**config.mk**
```make
export PLATFORM = sky130hd
export DESIGN_NAME = weighted_pixel_blend_top_flat
export DESIGN_NICKNAME = d
export VERILOG_FILES = /design/src/hdl/wpb_pkg.sv /design/src/hdl/wpb_if.sv /design/src/hdl/wpb_dp.sv /design/src/hdl/wpb_ctrl.sv /design/src/hdl/weighted_pixel_blend_top.sv /design/src/flat_wrapper.sv
export SDC_FILE = /design/constraint.sdc
export NUM_CORES = 2
export LEC_CHECK = 0
export ABC_AREA = 1
export BUFFER_PORTS_ARGS = -buffer_cell sky130_fd_sc_hd__buf_4
export CORE_ASPECT_RATIO = 1.75
export CORE_MARGIN = 1.5
export CORE_UTILIZATION = 30
export DETAILED_ROUTE_END_ITERATION = 8
export PLACE_DENSITY_LB_ADDON = 0.2
export SLEW_MARGIN = 20
export SYNTH_ARGS = -nofsm -noshare
export SYNTH_HDL_FRONTEND = slang
export SYNTH_HIERARCHICAL = 1
export SYNTH_SLANG_ARGS = --single-unit
```
**constraint.sdc**
```tcl
create_clock -name clk -period 11.4 [get_ports clk]
set_input_delay 0.57 -clock clk [delete_from_list [all_inputs] [get_ports clk]]
set_output_delay 0.57 -clock clk [all_outputs]
set_load 0.01 [all_outputs]
```
**src/hdl/wpb_pkg.sv**
```systemverilog
// Package for the weighted pixel blender.
// Holds the controller state type, command and status structs and fixed field widths.
// No dependencies.
package wpb_pkg;

  localparam int unsigned COLOUR_W     = 8;
  localparam int unsigned WEIGHT_W     = 24;
  localparam int unsigned QUO_W        = 8;
  localparam int unsigned STEP_W       = 3;
  localparam logic [COLOUR_W-1:0] ALPHA_THRESH = 8'd127;
  localparam logic [COLOUR_W-1:0] ALPHA_FULL   = 8'd255;

  typedef enum logic [2:0] {
    S_IDLE,
    S_ACC,
    S_LOAD,
    S_DIV,
    S_FIN
  } wpb_state_t;

  typedef struct packed {
    logic load_in;
    logic acc;
    logic div_load;
    logic div_step;
    logic out_load;
  } wpb_cmd_t;

  typedef struct packed {
    logic last;
    logic div_done;
  } wpb_stat_t;

endpackage

```
**src/hdl/wpb_if.sv**
```systemverilog
// Handshake channel interfaces of the weighted pixel blender.
// Depends on wpb_pkg for field widths.
interface wpb_in_if;
  import wpb_pkg::*;
  logic                valid;
  logic                ready;
  logic [COLOUR_W-1:0] blue;
  logic [COLOUR_W-1:0] green;
  logic [COLOUR_W-1:0] red;
  logic [COLOUR_W-1:0] alpha;
  logic [WEIGHT_W-1:0] weight;
  logic                covered;
  logic                last_contribution;
  modport source (output valid, blue, green, red, alpha, weight, covered, last_contribution,
                  input ready);
  modport sink   (input valid, blue, green, red, alpha, weight, covered, last_contribution,
                  output ready);
endinterface

interface wpb_out_if;
  import wpb_pkg::*;
  logic                valid;
  logic                ready;
  logic [COLOUR_W-1:0] out_blue;
  logic [COLOUR_W-1:0] out_green;
  logic [COLOUR_W-1:0] out_red;
  logic [COLOUR_W-1:0] out_alpha;
  modport source (output valid, out_blue, out_green, out_red, out_alpha, input ready);
  modport sink   (input valid, out_blue, out_green, out_red, out_alpha, output ready);
endinterface

interface wpb_cfg_if;
  logic valid;
  logic ready;
  logic data;
  modport source (output valid, data, input ready);
  modport sink   (input valid, data, output ready);
endinterface

```
**src/hdl/wpb_dp.sv**
```systemverilog
// Datapath of the weighted pixel blender: multipliers, saturating sums, divider lanes, output register.
// Depends on wpb_pkg; driven by wpb_ctrl commands.
module wpb_dp #(
  parameter int unsigned MAX_IMAGES  = 8,
  parameter int unsigned WEIGHT_BITS = 24
) (
  input  logic                         clk,
  input  logic                         rst,
  input  wpb_pkg::wpb_cmd_t            cmd,
  output wpb_pkg::wpb_stat_t           stat,
  input  logic                         cfg_we,
  input  logic                         cfg_data,
  input  logic [wpb_pkg::COLOUR_W-1:0] blue,
  input  logic [wpb_pkg::COLOUR_W-1:0] green,
  input  logic [wpb_pkg::COLOUR_W-1:0] red,
  input  logic [wpb_pkg::COLOUR_W-1:0] alpha,
  input  logic [wpb_pkg::WEIGHT_W-1:0] weight,
  input  logic                         covered,
  input  logic                         last_contribution,
  output logic [wpb_pkg::COLOUR_W-1:0] out_blue,
  output logic [wpb_pkg::COLOUR_W-1:0] out_green,
  output logic [wpb_pkg::COLOUR_W-1:0] out_red,
  output logic [wpb_pkg::COLOUR_W-1:0] out_alpha
);
  import wpb_pkg::*;

  localparam int unsigned EW = (WEIGHT_BITS < WEIGHT_W) ? WEIGHT_BITS : WEIGHT_W;
  localparam longint unsigned WMAX = (64'd1 << WEIGHT_BITS) - 64'd1;
  localparam longint unsigned WCAP = longint'(MAX_IMAGES) * WMAX;
  localparam longint unsigned CCAP = 64'd255 * WCAP;
  localparam int unsigned SW = $clog2(WCAP + 64'd1);
  localparam int unsigned CW = $clog2(CCAP + 64'd1);
  localparam int unsigned PW = EW + COLOUR_W;
  localparam int unsigned DW = CW + 2;
  localparam logic [SW:0] WCAP_V = (SW+1)'(WCAP);
  localparam logic [CW:0] CCAP_V = (CW+1)'(CCAP);

  logic                       mask_mode;
  logic [2:0][PW-1:0]         prod;
  logic [EW-1:0]              wadd;
  logic                       last_q;
  logic [2:0][CW-1:0]         sum_c;
  logic [SW-1:0]              sum_w;
  logic [2:0][DW-1:0]         rem;
  logic [DW-1:0]              dsh;
  logic [2:0][QUO_W-1:0]      quo;
  logic                       wzero;
  logic [STEP_W-1:0]          step;

  logic [EW-1:0]              eff;
  logic                       take;
  logic [2:0][COLOUR_W-1:0]   colour;
  logic [2:0][CW:0]           csum;
  logic [SW:0]                wsum;

  always_comb begin
    colour = {red, green, blue};
    if (mask_mode) begin
      eff  = EW'(1);
      take = covered && (alpha > ALPHA_THRESH);
    end else begin
      eff  = weight[EW-1:0];
      take = covered;
    end
    for (int i = 0; i < 3; i++) begin
      csum[i] = {1'b0, sum_c[i]} + (CW+1)'(prod[i]);
    end
    wsum = {1'b0, sum_w} + (SW+1)'(wadd);
  end

  always_ff @(posedge clk) begin
    if (rst) begin
      mask_mode <= 1'b0;
    end else if (cfg_we) begin
      mask_mode <= cfg_data;
    end
  end

  always_ff @(posedge clk) begin
    if (cmd.load_in) begin
      last_q <= last_contribution;
      wadd   <= take ? eff : '0;
      for (int i = 0; i < 3; i++) begin
        prod[i] <= take ? ({{(PW-EW){1'b0}}, eff} * {{EW{1'b0}}, colour[i]}) : '0;
      end
    end
  end

  always_ff @(posedge clk) begin
    if (rst) begin
      sum_c <= '0;
      sum_w <= '0;
    end else if (cmd.div_load) begin
      sum_c <= '0;
      sum_w <= '0;
    end else if (cmd.acc) begin
      for (int i = 0; i < 3; i++) begin
        sum_c[i] <= (csum[i] > CCAP_V) ? CCAP_V[CW-1:0] : csum[i][CW-1:0];
      end
      sum_w <= (wsum > WCAP_V) ? WCAP_V[SW-1:0] : wsum[SW-1:0];
    end
  end

  always_ff @(posedge clk) begin
    if (cmd.div_load) begin
      dsh   <= DW'({sum_w, 1'b0}) << (QUO_W - 1);
      wzero <= (sum_w == '0);
      step  <= STEP_W'(QUO_W - 1);
      quo   <= '0;
      for (int i = 0; i < 3; i++) begin
        rem[i] <= DW'({sum_c[i], 1'b0}) + DW'(sum_w);
      end
    end else if (cmd.div_step) begin
      dsh  <= dsh >> 1;
      step <= step - STEP_W'(1);
      for (int i = 0; i < 3; i++) begin
        if (rem[i] >= dsh) begin
          rem[i] <= rem[i] - dsh;
          quo[i] <= {quo[i][QUO_W-2:0], 1'b1};
        end else begin
          quo[i] <= {quo[i][QUO_W-2:0], 1'b0};
        end
      end
    end
  end

  always_ff @(posedge clk) begin
    if (cmd.out_load) begin
      out_blue  <= wzero ? '0 : quo[0];
      out_green <= wzero ? '0 : quo[1];
      out_red   <= wzero ? '0 : quo[2];
      out_alpha <= wzero ? '0 : ALPHA_FULL;
    end
  end

  assign stat.last     = last_q;
  assign stat.div_done = (step == '0);

endmodule

```
**src/hdl/wpb_ctrl.sv**
```systemverilog
// Controller of the weighted pixel blender: handshakes and sequencing of accumulate and divide.
// Depends on wpb_pkg; drives wpb_dp through the command struct.
module wpb_ctrl (
  input  logic               clk,
  input  logic               rst,
  input  logic               in_valid,
  output logic               in_ready,
  output logic               out_valid,
  input  logic               out_ready,
  input  wpb_pkg::wpb_stat_t stat,
  output wpb_pkg::wpb_cmd_t  cmd
);
  import wpb_pkg::*;

  wpb_state_t state;
  wpb_state_t state_next;

  always_ff @(posedge clk) begin
    if (rst) begin
      state <= S_IDLE;
    end else begin
      state <= state_next;
    end
  end

  always_ff @(posedge clk) begin
    if (rst) begin
      out_valid <= 1'b0;
    end else if (cmd.out_load) begin
      out_valid <= 1'b1;
    end else if (out_ready) begin
      out_valid <= 1'b0;
    end
  end

  always_comb begin
    state_next = state;
    cmd        = '0;
    in_ready   = 1'b0;
    unique case (state)
      S_IDLE: begin
        in_ready = 1'b1;
        if (in_valid) begin
          cmd.load_in = 1'b1;
          state_next  = S_ACC;
        end
      end
      S_ACC: begin
        cmd.acc    = 1'b1;
        state_next = stat.last ? S_LOAD : S_IDLE;
      end
      S_LOAD: begin
        cmd.div_load = 1'b1;
        state_next   = S_DIV;
      end
      S_DIV: begin
        cmd.div_step = 1'b1;
        if (stat.div_done) begin
          state_next = S_FIN;
        end
      end
      S_FIN: begin
        if (!out_valid || out_ready) begin
          cmd.out_load = 1'b1;
          state_next   = S_IDLE;
        end
      end
      default: begin
        state_next = S_IDLE;
      end
    endcase
  end

  a_no_overwrite: assert property (@(posedge clk) disable iff (rst)
    cmd.out_load |-> (!out_valid || out_ready))
    else $error("result beat overwritten before delivery");

  a_accept_then_acc: assert property (@(posedge clk) disable iff (rst)
    (in_valid && in_ready) |=> (state == S_ACC))
    else $error("accepted beat not accumulated");

  a_div_ends: assert property (@(posedge clk) disable iff (rst)
    (state == S_DIV && stat.div_done) |=> (state == S_FIN))
    else $error("divider did not finish");

  a_result_from_load: assert property (@(posedge clk) disable iff (rst)
    $rose(out_valid) |-> $past(cmd.out_load))
    else $error("result valid without load");

  a_single_cmd: assert property (@(posedge clk) disable iff (rst)
    $onehot0(cmd))
    else $error("conflicting datapath commands");

endmodule

```
**src/hdl/weighted_pixel_blend_top.sv**
```systemverilog
// Top level of the weighted pixel blender: input, result and register channels.
// Depends on wpb_pkg, wpb_if, wpb_ctrl and wpb_dp.
//
// A contribution that does not close a pixel occupies the block while it takes the beat and
// forms the three weight-times-colour products, then while it adds them into the saturating
// sums. A closing contribution goes through the same steps, then moves the sums into the
// divider and clears them, runs the divider steps in which the three restoring-division lanes
// produce one quotient bit each per step, and loads the output register.
// The result register holds one finished pixel, so input is taken again while it waits; a
// second finished pixel waits in the divider until the first has been taken. mask_mode may be
// written on the register channel at any time the block is idle.
module weighted_pixel_blend_top #(
  parameter int unsigned MAX_IMAGES  = 8,
  parameter int unsigned WEIGHT_BITS = 24
) (
  input  logic            clk,
  input  logic            rst,
  wpb_in_if.sink          pixel_in,
  wpb_out_if.source       pixel_out,
  wpb_cfg_if.sink         cfg
);
  import wpb_pkg::*;

  wpb_cmd_t  cmd;
  wpb_stat_t stat;

  assign cfg.ready = 1'b1;

  wpb_ctrl u_ctrl (
    .clk       (clk),
    .rst       (rst),
    .in_valid  (pixel_in.valid),
    .in_ready  (pixel_in.ready),
    .out_valid (pixel_out.valid),
    .out_ready (pixel_out.ready),
    .stat      (stat),
    .cmd       (cmd)
  );

  wpb_dp #(
    .MAX_IMAGES  (MAX_IMAGES),
    .WEIGHT_BITS (WEIGHT_BITS)
  ) u_dp (
    .clk               (clk),
    .rst               (rst),
    .cmd               (cmd),
    .stat              (stat),
    .cfg_we            (cfg.valid && cfg.ready),
    .cfg_data          (cfg.data),
    .blue              (pixel_in.blue),
    .green             (pixel_in.green),
    .red               (pixel_in.red),
    .alpha             (pixel_in.alpha),
    .weight            (pixel_in.weight),
    .covered           (pixel_in.covered),
    .last_contribution (pixel_in.last_contribution),
    .out_blue          (pixel_out.out_blue),
    .out_green         (pixel_out.out_green),
    .out_red           (pixel_out.out_red),
    .out_alpha         (pixel_out.out_alpha)
  );

endmodule
```
**src/flat_wrapper.sv**
```systemverilog
// flat-port wrapper written by rule: the top's interface ports become plain ports
module weighted_pixel_blend_top_flat import wpb_pkg::*;
#(
  parameter int unsigned MAX_IMAGES  = 8,
  parameter int unsigned WEIGHT_BITS = 24
)
  (clk, rst, pixel_in_valid, pixel_in_blue, pixel_in_green, pixel_in_red, pixel_in_alpha, pixel_in_weight, pixel_in_covered, pixel_in_last_contribution, pixel_in_ready, pixel_out_valid, pixel_out_out_blue, pixel_out_out_green, pixel_out_out_red, pixel_out_out_alpha, pixel_out_ready, cfg_valid, cfg_data, cfg_ready);
  wpb_in_if pixel_in_i ();
  wpb_out_if pixel_out_i ();
  wpb_cfg_if cfg_i ();
  input  logic clk;
  input  logic rst;
  input wire logic [$bits(pixel_in_i.valid)-1:0] pixel_in_valid;
  input wire logic [$bits(pixel_in_i.blue)-1:0] pixel_in_blue;
  input wire logic [$bits(pixel_in_i.green)-1:0] pixel_in_green;
  input wire logic [$bits(pixel_in_i.red)-1:0] pixel_in_red;
  input wire logic [$bits(pixel_in_i.alpha)-1:0] pixel_in_alpha;
  input wire logic [$bits(pixel_in_i.weight)-1:0] pixel_in_weight;
  input wire logic [$bits(pixel_in_i.covered)-1:0] pixel_in_covered;
  input wire logic [$bits(pixel_in_i.last_contribution)-1:0] pixel_in_last_contribution;
  output wire logic [$bits(pixel_in_i.ready)-1:0] pixel_in_ready;
  output wire logic [$bits(pixel_out_i.valid)-1:0] pixel_out_valid;
  output wire logic [$bits(pixel_out_i.out_blue)-1:0] pixel_out_out_blue;
  output wire logic [$bits(pixel_out_i.out_green)-1:0] pixel_out_out_green;
  output wire logic [$bits(pixel_out_i.out_red)-1:0] pixel_out_out_red;
  output wire logic [$bits(pixel_out_i.out_alpha)-1:0] pixel_out_out_alpha;
  input wire logic [$bits(pixel_out_i.ready)-1:0] pixel_out_ready;
  input wire logic [$bits(cfg_i.valid)-1:0] cfg_valid;
  input wire logic [$bits(cfg_i.data)-1:0] cfg_data;
  output wire logic [$bits(cfg_i.ready)-1:0] cfg_ready;
  assign pixel_in_i.valid = pixel_in_valid;
  assign pixel_in_i.blue = pixel_in_blue;
  assign pixel_in_i.green = pixel_in_green;
  assign pixel_in_i.red = pixel_in_red;
  assign pixel_in_i.alpha = pixel_in_alpha;
  assign pixel_in_i.weight = pixel_in_weight;
  assign pixel_in_i.covered = pixel_in_covered;
  assign pixel_in_i.last_contribution = pixel_in_last_contribution;
  assign pixel_in_ready = pixel_in_i.ready;
  assign pixel_out_valid = pixel_out_i.valid;
  assign pixel_out_out_blue = pixel_out_i.out_blue;
  assign pixel_out_out_green = pixel_out_i.out_green;
  assign pixel_out_out_red = pixel_out_i.out_red;
  assign pixel_out_out_alpha = pixel_out_i.out_alpha;
  assign pixel_out_i.ready = pixel_out_ready;
  assign cfg_i.valid = cfg_valid;
  assign cfg_i.data = cfg_data;
  assign cfg_ready = cfg_i.ready;
  weighted_pixel_blend_top #(.MAX_IMAGES(MAX_IMAGES), .WEIGHT_BITS(WEIGHT_BITS)) u_core (.clk(clk), .rst(rst), .pixel_in(pixel_in_i), .pixel_out(pixel_out_i), .cfg(cfg_i));
endmodule
```
# After elaboration in Yosys (flattened, before gate mapping)
# Cells that the tools add are included.
# totals
out_inout_bits	35
latchBits	0
ff_bits	464
input_bits	64
word_cells	103
mem_bits_ro	0
memories	0
mem_bits_rw	0
# op_classes
n_shift	0
n_eq_ne	7
n_mux	32
n_lt_le_gt_ge	8
multipliers	3
n_bitwise	0
div_mod_pow	0
addsub	11
n_reduce_logical	16
# op_table
cell	n
$mux W111	2
$mux W35	5
$add A36 B27 Y37	3
$ge A37 B35 Y1	3
$mux W37	3
$sub A37 B35 Y37	3
$add A35 B32 Y36	3
$gt A36 B35 Y1 const B	3
$mul A24 B8 Y32	3
$add A27 B24 Y28	1
$gt A28 B27 Y1 const B	1
$logic_not A27 Y1	1
$mux W27	1
$mux W24	1
$pmux W3 S5	1
$mux W1	14
$reduce_bool A2 Y1	5
$mux W3	3
$gt A8 B7 Y1 const B	1
$mux W8	1
$eq A3 B2 Y1 const B	2
$logic_not A3 Y1	2
$reduce_and A2 Y1	3
$ne A2 B2 Y1 const B	2
other kinds (10)	10

# Longest topological paths before layout
# logic_depth
ltp_word	5
mapped_depth	27
depth_no_buf	25

# By module
# Netlist, hierarchy kept.
# by_module_without_submodules
mod	area_each_um2	n_inst	seq_area_each_um2	cells_each
wpb_dp	54574.8	1	11921.4	7858
wpb_ctrl	260.2	1	80.1	41
weighted_pixel_blend_top	11.3	1	0.0	2

# Least setup slack after synthesis
# OpenSTA, ideal clock, no wires.
# synth_path
path_kind	input to register
startpoint	in pixel_in_valid
endpoint	reg u_core.u_dp.last_q, enable pin
arrival_time_ns	8.776
required_time_ns	10.651
path_buffers	0
path_stages	2
setup_time_ns	0.749
setup_slack_ns	1.875
cell_sequence	inv_1 nor3_1
# synth_lines
element	line_no	rtl
start: declaration	flat_wrapper.sv:13	input wire logic [$bits(pixel_in_i.valid)-1:0] pixel_in_valid;
end signal: assignment	wpb_dp.sv:81	last_q <= last_contribution;
end: declaration	wpb_dp.sv:41	logic last_q;

# Worst setup path in the final report
# layout_path
startpoint	reg u_core.u_dp.mask_mode
endpoint	reg u_core/u_dp/prod[57] (netlist name) (data pin)
# layout_between
elab_chain_cells	2
elab_cells_between_ends	3
classes_between	mul (1); mux (2)
# layout_lines
element	line_no	rtl
start: declaration	wpb_dp.sv:38	logic mask_mode;
start signal: assignment	wpb_dp.sv:75	mask_mode <= cfg_data;
$mux W24	wpb_dp.sv:58	if (mask_mode) begin
$mul A24 B8 Y32	wpb_dp.sv:84	prod[i] <= take ? ({{(PW-EW){1'b0}}, eff} * {{EW{1'b0}}, colour[i]}) : '0;
end signal: indexed assignment	wpb_dp.sv:84	
end: declaration	wpb_dp.sv:39	logic [2:0][PW-1:0] prod;
# Several ways; a longest one is shown, not always the timed one.
# A chain may end at the register's enable or synchronous reset.

==> results.md <==
- Ratio of final minimum period to clock period: between 50% and 60%
- Final Wtd Congestion: between 0.9 and 1
- Die Y: between 500 and 600 um
- Critical path launch point type: flip-flop
- First-pass detailed-route iteration total: 6
- Total GRT Usage: ~22%
- Placed standard-cell area: approximately 58000 um2
- Status: finished clean
- Clock buffer depth: 3
- Number of nets produced by synthesis: 8832
- DRC violation count after routing: 0
- Worst-Margin Slew: between 1 and 1.5 ns
- Detailed Route WL: ~200000 um
- Mapped Area: about 55000 um2
- Vias in the first global route: slightly above 50000
- Worst Hold Class: in2reg
- Data required, critical path: approximately 12 ns
- Headroom to the max-slew limit: about 28%
- Setup slack of the most critical reg-to-reg path: 5.26 ns
- P&R area growth vs syn: 9.34%
- Sequential cell area: 12000 um2
- Cell taking the most area after synthesis: sky130_fd_sc_hd__edfxtp_1
- Total of warnings raised by yosys: 6
- Die width: ~330 um
- Cells after Synth: around 7900
- Fraction of layout instances using a drive strength above 1: around 4.2%
- Cell types with the largest area share after synthesis: sky130_fd_sc_hd__edfxtp_1 16%, sky130_fd_sc_hd__fa_1 15%, sky130_fd_sc_hd__nand2_1 12%
- Initial DRC count: about 3000
- Number of levels the H-tree was split into: 2
- Post-DR vias/cell: between 4 and 5
- Number of library cell types mapped by synthesis: 62
- Starting utilization of the core area: 30.2%
- Cell count after placement: 10200
- Crit. End Element: flip-flop
- Final total power: ~11 mW
- Num CTS Buffers: between 50 and 60
- Post-route cell area: between 50000 and 60000 um2
- Register-to-Register Path Depth: 25
- Port bufs: 90
- Peak Freq: about 0.16 GHz
- Cell area power density: about 190 nW/um2
- Skew final: about 0.036 ns
- Hold-critical path depth: 1
- Post-route setup TNS: 0 ns
- Final Critical Period: about 6.1 ns
- Die ar.: about 190000 um2
- Largest net degree at the start of global routing: 90
- CTS tree: yes
- Lkg Pwr: a little under 30 nW
- Nets: 8824
- Total core area: about 180000 um2
- Root cell of the clock tree: sky130_fd_sc_hd__clkbuf_16
- Hold wc startpoint: pixel_in_last_contribution
- Number of max-slew violations in the final report: 0
- Clock-pin slew reported for the worst setup and hold paths after clock tree synthesis: 0.08 ns
- Io pins: 99
- Share of async-settable or async-resettable flops after synthesis: 0%
- Antenna violations before repair: 2
- Post-detailed-route wirelength per cell: just under 20 um
- Endpoint of the most critical register-to-register path: u_core/u_dp/prod[57]
- HPWL reported at the end of detailed placement: about 170000 um
- Number of clock sinks: 457
- Multi-input combinational cell area: around 37000 um2
- Post-Syn Area per Cell: 6.94 um2
- Max Cap Violations: 0
- Filler Cells Inserted: roughly 20000
- Post-cts resize count: 0
- Sequential-to-total area share from yosys stat: between 20% and 30%
- Post-synthesis register bit count: between 400 and 500
- Clock latency on the worst-skew pair: 0.68 ns
- Most common library cell in the layout ignoring fill and taps: sky130_fd_sc_hd__nand2_1
- Area share of the largest cell type after synthesis: 15.6%
- Row Count: between 200 and 250
- Total via count after detailed routing: a little over 50000
- Overflow left after global routing: 0
- Endpoint of the worst hold path: u_core/u_dp/last_q
- Most frequent cells in the layout: 1777 x sky130_fd_sc_hd__nand2_1, 1228 x sky130_fd_sc_hd__inv_1, 1081 x sky130_fd_sc_hd__nor2_1
- EDFF count, synth: approximately 290
- Most used DFF post-synth: sky130_fd_sc_hd__edfxtp_1
- Global-route wire length before repair: about 310000 um
- Post-CTS setup buffers: 0
- Setup repair after global routing missed its margin: false
- Maximum fanout along the worst path: 27
- Final setup fails: 0
- Number of hold buffers added after CTS: 0
- Type of the worst setup path: reg2reg
- Maximum vdd ir drop: 0.131 mV
- Count of antenna-violating nets left after detailed routing: 0
- Endpoint arrival time on the critical path: ~6.5 ns
- Final std cells w/o fill: 10300
- RR Startpoint: u_core/u_dp/mask_mode
- Count of final hold-check violations: 0
[through the flow]
stage	setup slack, ns	util [%]	hold slack [ns]
after detailed placement	5.30	32.0	0.456
after global routing	4.83	33.0	0.0582
after floorplan	1.87	-	0.434
after global placement	5.26	32.0	0.447
final	5.26	33.0	0.0863
after CTS	5.30	33.0	0.0221
[registers in the layout, indices dropped and copies added (netlist names)]
| register | flops |
|---|---|
| u_core/u_ctrl/out_valid | 1 |
| u_core/u_dp/out_red | 8 |
| u_core/u_dp/sum_w | 27 |
| u_core/u_dp/rem | 111 |
| u_core/u_dp/step | 3 |
| u_core/u_dp/out_alpha | 1 |
| u_core/u_ctrl/state | 3 |
| u_core/u_dp/out_blue | 8 |
| u_core/u_dp/wzero | 1 |
| u_core/u_dp/prod | 96 |
| u_core/u_dp/dsh | 35 |
| u_core/u_dp/sum_c | 105 |
| u_core/u_dp/mask_mode | 1 |
| u_core/u_dp/wadd | 24 |
| u_core/u_dp/out_green | 8 |
| u_core/u_dp/quo | 24 |
| u_core/u_dp/last_q | 1 |
[cell usage after synthesis, types with 3 or more instances]
master	n
sky130_fd_sc_hd__inv_1	1230
sky130_fd_sc_hd__nor2_2	9
sky130_fd_sc_hd__nand3_2	6
sky130_fd_sc_hd__a221oi_1	6
sky130_fd_sc_hd__a21o_1	27
sky130_fd_sc_hd__xor2_1	51
sky130_fd_sc_hd__nand2_1	1777
sky130_fd_sc_hd__o21ai_1	5
sky130_fd_sc_hd__o211ai_1	16
sky130_fd_sc_hd__and2_1	11
sky130_fd_sc_hd__clkinv_1	12
sky130_fd_sc_hd__nand3b_1	28
sky130_fd_sc_hd__fa_1	406
sky130_fd_sc_hd__nor3_2	3
sky130_fd_sc_hd__nand3_1	289
sky130_fd_sc_hd__xnor2_1	47
sky130_fd_sc_hd__inv_2	6
sky130_fd_sc_hd__buf_1	6
sky130_fd_sc_hd__and3_1	3
sky130_fd_sc_hd__a21oi_1	796
sky130_fd_sc_hd__ha_1	461
sky130_fd_sc_hd__o21ai_0	530
sky130_fd_sc_hd__o221ai_1	16
sky130_fd_sc_hd__buf_6	7
sky130_fd_sc_hd__buf_4	12
sky130_fd_sc_hd__nand2_2	27
sky130_fd_sc_hd__nand4_1	59
sky130_fd_sc_hd__clkbuf_1	185
sky130_fd_sc_hd__o22ai_1	5
sky130_fd_sc_hd__nor4_1	26
sky130_fd_sc_hd__or2_2	17
sky130_fd_sc_hd__nor2_1	1086
sky130_fd_sc_hd__buf_2	7
sky130_fd_sc_hd__nor3_1	72
sky130_fd_sc_hd__o21bai_1	37
sky130_fd_sc_hd__a31oi_1	64
sky130_fd_sc_hd__o21a_1	49
sky130_fd_sc_hd__a21boi_0	13
sky130_fd_sc_hd__dfxtp_1	172
sky130_fd_sc_hd__a211oi_1	3
sky130_fd_sc_hd__o31ai_1	8
sky130_fd_sc_hd__edfxtp_1	285
[layout make-up]
class                   count  area share, %
multi-input cells        5979           62.2
repair buffers            156           1.95
clock buffers              62           2.36
diodes                      8         0.0334
well taps                2403           5.01
inverters                1248           7.82
clock inverters            34          0.641
flip-flops and latches    457           20.0
[report_power, final]
| group | total (mW) | internal (mW) | switching (mW) | leakage [nW] |
|---|---|---|---|---|
| Combinational | 6.94 | 2.33 | 4.61 | 24.0 |
| Sequential | 2.51 | 2.23 | 0.278 | 4.11 |
| Clock | 1.86 | 1.03 | 0.828 | 0.877 |
| Total | 11.3 | 5.59 | 5.72 | 29.0 |
[worst max-delay path by stage]
stage	to	startpoint	cells past startpoint	slack, ns
6_report	u_core/u_dp/prod[57]	u_core/u_dp/mask_mode	25	5.26
5_1_grt	u_core/u_dp/prod[57]	u_core/u_dp/mask_mode	25	4.83
4_1_cts	u_core/u_dp/prod[57]	u_core/u_dp/mask_mode	25	5.30
3_5_place_dp	u_core/u_dp/prod[57]	pixel_in_green[2]	22	5.30
3_3_place_gp	u_core/u_dp/prod[57]	pixel_in_green[2]	22	5.26
2_1_floorplan	u_core/u_dp/last_q	pixel_in_valid	2	1.87
[per-layer routing]
layer  vias up  wire [um]  global-route usage (%)  share of wire, %
li1      25600          -                       -                 -
met1     23900      76600                    22.9                38
met2      1152     104000                    40.4                51
met3       417       5500                    1.31               2.7
met4         0      17700                    15.6               8.7
met5         -          0                       0                 0
[logic make-up (layout without fill, tap and decap cells)]
logic type	after synthesis	after routing	share of synthesized area, %
AO/OA/AOI/OAI	1588	1588	15.6
XOR/XNOR	98	98	1.56
adder cells (fa/ha/maj)	867	867	25.3
buffers and inverters	1465	1500	10.2
flip-flops	457	457	21.9
other	1	9	0.00684
AND/OR/NAND/NOR	3425	3425	25.4
[worst max-delay path: stages, from the launching register on]
cell and delay (ns):
sky130_fd_sc_hd__dfxtp_1 0.33, sky130_fd_sc_hd__inv_2 0.33, sky130_fd_sc_hd__nand2_1 0.11, sky130_fd_sc_hd__buf_4 0.28, sky130_fd_sc_hd__inv_1 0.37, sky130_fd_sc_hd__nand2_1 0.14, sky130_fd_sc_hd__fa_1 0.44, sky130_fd_sc_hd__inv_1 0.13
sky130_fd_sc_hd__fa_1 0.45, sky130_fd_sc_hd__fa_1 0.55, sky130_fd_sc_hd__inv_1 0.05, sky130_fd_sc_hd__fa_1 0.47, sky130_fd_sc_hd__inv_1 0.04, sky130_fd_sc_hd__ha_1 0.30, sky130_fd_sc_hd__a21oi_1 0.14, sky130_fd_sc_hd__inv_1 0.05
sky130_fd_sc_hd__a31oi_1 0.24, sky130_fd_sc_hd__o21ai_0 0.24, sky130_fd_sc_hd__a21oi_1 0.21, sky130_fd_sc_hd__inv_1 0.12, sky130_fd_sc_hd__a21boi_0 0.28, sky130_fd_sc_hd__o21ai_0 0.21, sky130_fd_sc_hd__nand2_1 0.09, sky130_fd_sc_hd__nand2_1 0.06
sky130_fd_sc_hd__o21ai_0 0.16, sky130_fd_sc_hd__nor2_1 0.07
Note: power is estimated with default switching activity, not from simulation.
